===== src/design/uvsg_pkg.sv =====
// Package of the sphere vertex generator: register codes, CORDIC constants,
// item record and rounding helpers. No dependencies.
package uvsg_pkg;

  localparam logic [1:0] CFG_RADIUS  = 2'd0;
  localparam logic [1:0] CFG_SLICES  = 2'd1;
  localparam logic [1:0] CFG_STACKS  = 2'd2;
  localparam logic [1:0] CFG_REVERSE = 2'd3;

  localparam int DIV_BITS     = 40;
  localparam int DIV_PER_STG  = 4;
  localparam int DIV_STAGES   = DIV_BITS / DIV_PER_STG;
  localparam int CORDIC_STEPS = 16;
  localparam int CORDIC_LAT   = 10;

  localparam logic signed [33:0] CORDIC_GAIN = 34'sd652032874;
  localparam logic signed [15:0] UNIT_POS = 16'sd16384;
  localparam logic signed [15:0] UNIT_NEG = -16'sd16384;

  localparam logic [31:0] ATAN_PHASE [CORDIC_STEPS] = '{
    32'd536870912, 32'd316933406, 32'd167458907, 32'd85004756,
    32'd42667331, 32'd21354465, 32'd10679838, 32'd5340245,
    32'd2670163, 32'd1335087, 32'd667544, 32'd333772,
    32'd166886, 32'd83443, 32'd41722, 32'd20861
  };

  typedef struct packed {
    logic                   mode;
    logic                   bad;
    logic                   pole_top;
    logic                   pole_bot;
    logic [15:0]            vidx;
    logic [8:0]             s1;
    logic [3:0][7:0]        rem;
    logic [3:0][39:0]       num;
    logic signed [15:0]     nx;
    logic signed [15:0]     ny;
    logic signed [15:0]     nz;
    logic signed [16:0]     px;
    logic signed [16:0]     py;
    logic signed [16:0]     pz;
  } item_t;

  // round to nearest, ties away from zero, then drop n bits
  function automatic logic signed [39:0] rnd_shift(input logic signed [39:0] v,
                                                   input logic [4:0] n);
    logic signed [39:0] half;
    half = 40'sd1 <<< (n - 5'd1);
    if (v >= 0) return (v + half) >>> n;
    return -((-v + half) >>> n);
  endfunction

  function automatic logic signed [15:0] clamp_unit(input logic signed [39:0] v);
    if (v > 40'sd16384) return UNIT_POS;
    if (v < -40'sd16384) return UNIT_NEG;
    return v[15:0];
  endfunction

  // one restoring long-division step on {remainder, dividend/quotient}
  function automatic logic [47:0] div_step(input logic [47:0] acc, input logic [7:0] d);
    logic [48:0] sh;
    logic [8:0]  trial;
    sh    = {acc, 1'b0};
    trial = sh[48:40] - {1'b0, d};
    if (sh[48:40] >= {1'b0, d}) return {trial[7:0], sh[39:1], 1'b1};
    return {sh[47:40], sh[39:0]};
  endfunction

endpackage


===== src/design/uvsg_cordic.sv =====
// Pipelined CORDIC: cosine and sine in Q1.14 of a 32-bit turn phase.
// Depends on uvsg_pkg. The stages advance only while en is high.
module uvsg_cordic (
  input  logic               clk,
  input  logic               en,
  input  logic [31:0]        phase_i,
  output logic signed [15:0] cos_o,
  output logic signed [15:0] sin_o
);
  import uvsg_pkg::*;

  typedef struct packed {
    logic [1:0]         q;
    logic signed [33:0] x;
    logic signed [33:0] y;
    logic signed [32:0] z;
  } rot_t;

  rot_t rot_r [0:8];
  rot_t rot_nxt [0:8];
  logic signed [15:0] cos_nxt, sin_nxt;

  always_comb begin
    logic [31:0]        qsum;
    logic [31:0]        d;
    rot_t               t;
    logic signed [33:0] xs, ys;
    logic signed [32:0] at;
    int                 i;
    qsum = phase_i + 32'h2000_0000;
    d    = phase_i - {qsum[31:30], 30'd0};
    rot_nxt[0].q = qsum[31:30];
    rot_nxt[0].x = CORDIC_GAIN;
    rot_nxt[0].y = '0;
    rot_nxt[0].z = 33'($signed(d));
    for (int k = 1; k <= 8; k++) begin
      t = rot_r[k-1];
      for (int j = 0; j < 2; j++) begin
        i  = 2 * (k - 1) + j;
        xs = t.x >>> i;
        ys = t.y >>> i;
        at = $signed({1'b0, ATAN_PHASE[4'(i)]});
        if (t.z >= 0) begin
          t.x = t.x - ys;
          t.y = t.y + xs;
          t.z = t.z - at;
        end else begin
          t.x = t.x + ys;
          t.y = t.y - xs;
          t.z = t.z + at;
        end
      end
      rot_nxt[k] = t;
    end
  end

  always_comb begin
    logic signed [15:0] cc, ss;
    cc = clamp_unit(rnd_shift(40'(rot_r[8].x), 5'd16));
    ss = clamp_unit(rnd_shift(40'(rot_r[8].y), 5'd16));
    // rotate back by the quarter turns split off at the start
    unique case (rot_r[8].q)
      2'd0: begin cos_nxt = cc;  sin_nxt = ss;  end
      2'd1: begin cos_nxt = -ss; sin_nxt = cc;  end
      2'd2: begin cos_nxt = -cc; sin_nxt = -ss; end
      default: begin cos_nxt = ss; sin_nxt = -cc; end
    endcase
  end

  always_ff @(posedge clk) begin
    if (en) begin
      for (int k = 0; k <= 8; k++) rot_r[k] <= rot_nxt[k];
      cos_o <= cos_nxt;
      sin_o <= sin_nxt;
    end
  end

endmodule


===== config.mk =====
export PLATFORM = sky130hd
export DESIGN_NAME = uvsg_cordic
export DESIGN_NICKNAME = d
export VERILOG_FILES = /design/src/design/uvsg_pkg.sv /design/src/design/uvsg_cordic.sv
export SDC_FILE = /design/constraint.sdc
export NUM_CORES = 2
export LEC_CHECK = 0
export ABC_AREA = 1
export ABC_CLOCK_PERIOD_IN_PS = 7900
export BUFFER_PORTS_ARGS = -buffer_cell sky130_fd_sc_hd__clkbuf_2
export CORE_MARGIN = 3
export CORE_UTILIZATION = 50
export CTS_CLUSTER_SIZE = 40
export DETAILED_ROUTE_END_ITERATION = 8
export GPL_TIMING_DRIVEN = 0
export PLACE_DENSITY = 0.68
export SETUP_SLACK_MARGIN = 0.4
export SLEW_MARGIN = 25
export SYNTH_ARGS = -nofsm -noshare
export SYNTH_HDL_FRONTEND = slang
export SYNTH_SLANG_ARGS = --single-unit

===== constraint.sdc =====
create_clock -name clk -period 7.9 [get_ports clk]
set_input_delay 1.58 -clock clk [delete_from_list [all_inputs] [get_ports clk]]
set_output_delay 1.58 -clock clk [all_outputs]
set_load 0.05 [all_outputs]

==> run summary <==
run status = complete, no violations
number of synthesis warnings = 0
destination of the worst hold path = rot_r[0][513]$_DFFE_PP_
die area = 193300 um2
relative slew slack = 34.91%
Layout Area Growth over Synthesis = 14.08%
flop2flop setup slack = 0.58 ns
startpoint of the most critical register-to-register path = rot_r[0][663]$_DFFE_PP_
global-route wire length before repair = 466.5 mm
CP startpoint = rot_r[0][663]$_DFFE_PP_
unrepaired setup endpoints after global routing = true
crit path capture type = flip-flop
synth top area cells = edfxtp_1 (21%), ha_1 (15%), nand2_1 (11%)
insertion delay of the later-clocked pin in the worst-skew pair = 0.76 ns
area after detailed placement = 97700 um2
Starting Density = 50.48%
initial antenna violation count = 4
share of the core filled with cells = 57.59%
drt wl/cell = 18.93 um
number of design rule violations left after detail routing = 0
standard-cell rows = 158
final period demand of the worst path = 7.318 ns
sequential share of the synthesized area = 21.37%
Cell Area, Synth = 94010 um2
first-iteration detailed-routing DRC count = 7772
share of the clock period used by the worst path = 92.63%
fin cells = 16194
path category of the worst min-delay check = reg -> reg
reg-to-reg endpoint = rot_r[0][785]$_DFFE_PP_
layout cells sized above 1 = 10.85%
total core area = 186200 um2
highest net fanout along the worst path = 5
Worst Path Arrival = 7.79 ns
total wire length after detailed routing = 306.5 mm
CTS tree = done
clk slew on worst S/H paths = 0.06 ns
slew at the pin with the worst max-slew slack = 0.9694 ns
Synthesized Nets = 14472
net total in the final layout = 14874
antenna violation net count after detailed routing = 0
Slew Limit Fails = 0
average footprint of a synthesized cell = 7.099 um2
Post-CTS Hold Fix Bufs = 0
Post-DP HPWL = 253.4 mm
CP Data Required Time = 8.38 ns
Synth async-reset ratio = 0%
I/O pin total = 66
vias = 91854
final setup violation count = 0
total clock sinks = 669
master of the slowest instance on the critical path = edfxtp_1
Gate Count Post-Synth = 13243
maximum achievable frequency = 0.1367 GHz
final hold violation count = 0
count of fill cells added during filler insertion = 17588
CTS Root Buffer Type = clkbuf_16
Placer Congestion = 1.026
routed vias/inst = 5.672
count of cell types in the netlist = 83
maximum buffer depth of the clock tree = 3
CP dominant cell by count = inv_1
largest area contributor in the netlist = edfxtp_1
count of port buffers added during placement = 65
total instance count after detailed placement = 15797
total number of H-tree levels = 3
Finished Cell Area = 107300 um2
number of global-route vias before repair = 84817
Crit Path Category = reg -> reg
fraction of post-synthesis cell area in the top cell type by area = 21.37%
die boundary width = 439.6 um
final worst hold slack = 0.4197 ns
cell depth of the worst min-delay path = 0
die span in y = 439.6 um
reported max-cap violation count = 0
Yosys reg bits = 669
number of enable-type register cells in the synthesized netlist = 669
element type at the critical path start = flip-flop
CP peak stage delay = 0.42 ns
GRT Resource Usage Total = 30.17%
count of cells along the worst register-to-register path = 42
top flip-flop cell by instance count after synthesis = edfxtp_1
launch point of the worst hold path = rot_r[0][410]$_DFFE_PP_
total global routing overflow = 0
iteration count of the initial detailed-routing pass = 6
total clock buffers created by CTS = 81
maximum number of pins on one net before global-route repair = 98
final setup skew = 0.07340 ns
## metrics by stage
step / setup TNS [ns] / worst slack (ns)
3_3_place_gp: -4279.20 / -6.229
4_1_cts: 0 / 0.3191
6_report: 0 / 0.5823
5_1_grt: 0 / 0.1654
3_5_place_dp: -81.19 / -1.502
2_1_floorplan: 0 / 0.4236
## worst max-delay path: cells and delay by family (launching register included)
family / cells / cell delay, ns
and+or+nand+nor: 20 / 2.97
xor gates and xnor gates: 4 / 0.75
AOI/OAI and AO/OA: 8 / 1.43
adders and majority gates: 2 / 0.57
DFF: 1 / 0.42
buffers and inverters: 8 / 0.89
## cell usage after synthesis, types with 6 or more instances
cell type	instances
o21ai_0	605
o21ai_2	16
a221oi_1	23
nor2_2	42
clkinv_1	7
and2_1	6
a31oi_1	82
nor2_1	1243
o31ai_1	49
nand3_2	15
xnor2_1	525
nand3_1	595
a21o_1	55
o21bai_1	56
or2_2	26
o2111ai_1	21
fa_1	33
o21a_1	74
o21ai_1	85
edfxtp_1	669
clkbuf_1	63
a211oi_1	40
a21oi_1	1297
nor3_1	178
o211ai_1	82
buf_6	7
or3_1	17
or2_1	8
xor2_1	1108
nand2_1	2659
nor2_4	17
nand4_1	195
nor4_1	77
a21boi_0	44
inv_2	22
nor3_2	42
ha_1	1162
a21boi_1	17
nand3b_1	21
buf_2	21
nand2_2	39
o221ai_1	27
buf_1	8
inv_1	1785
## how the worst max path moves through the flow
stage / end / slack, ns / cells after the start
5_1_grt: rot_r[0][785]$_DFFE_PP_ / 0.17 / 40
6_report: rot_r[0][785]$_DFFE_PP_ / 0.58 / 42
2_1_floorplan: rot_r[0][403]$_DFFE_PP_ / 0.42 / 41
3_3_place_gp: rot_r[0][512]$_DFFE_PP_ / -6.23 / 1
3_5_place_dp: rot_r[0][509]$_DFFE_PP_ / -1.50 / 34
4_1_cts: rot_r[0][718]$_DFFE_PP_ / 0.32 / 40
## registers in the layout (all words and copies together) (netlist names)
register	cells
sin_o	16
rot_r	637
cos_o	16
## what timing repair did
| action | 4_1_cts | 5_1_grt |
|---|---|---|
| buffers inserted | 75 | 170 |
| pin swaps | 47 | 219 |
| gates resized for setup | 293 | 766 |
| setup endpoints to repair | 251 | 169 |
## layout make-up
cell class | count | area [um2] | area share (%)
Antenna cell | 3 | 7.507 | 0.007000
Buffer | 102 | 669.4 | 0.6241
Clock buffer | 86 | 2046 | 1.907
Clock inverter | 63 | 924.6 | 0.8621
Inverter | 1814 | 6824 | 6.363
Multi-Input combinational cell | 10658 | 71150 | 66.34
Sequential cell | 669 | 20090 | 18.73
Tap cell | 2480 | 3103 | 2.893
Timing Repair Buffer | 319 | 2439 | 2.274
## placed cells by master (no fill, tap or decap), drive strengths merged, types with 27 or more instances in the layout
cell and count:
nor2 1302, o211ai 83, o221ai 27, nand4 197
buf 302, a21boi 65, inv 1818, edfxtp 669
o31ai 50, a31oi 82, a21oi 1302, clkbuf 205
nand2 2702, ha 1162, nor3 220, o21a 74
or2 35, clkinv 36, xor2 1109, a211oi 41
o21bai 56, fa 33, nor4 81, nand3 611
a21o 55, xnor2 528, o21ai 706
## metal layers
| layer | global-route usage, % | part of all wire, % |
|---|---|---|
| met3 | 3.642 | 6.4 |
| met1 | 41.78 | 45 |
| met5 | 0 | 0 |
| met4 | 10.56 | 4.1 |
| met2 | 48.39 | 44 |
## logic make-up after synthesis
logic type               after synthesis  synth area share [%]
adder cells (fa/ha/maj)             1195                 16.17
flip-flops                           669                 21.37
other                                  2              0.007989
AND/OR/NAND/NOR                     5207                 23.69
buffers and inverters               1916                 7.761
AO/OA/AOI/OAI                       2617                 15.72
XOR/XNOR                            1637                 15.28
Power is not shown: default switching activity piles up to over one toggle a cycle in this logic, so the estimate is an artifact.
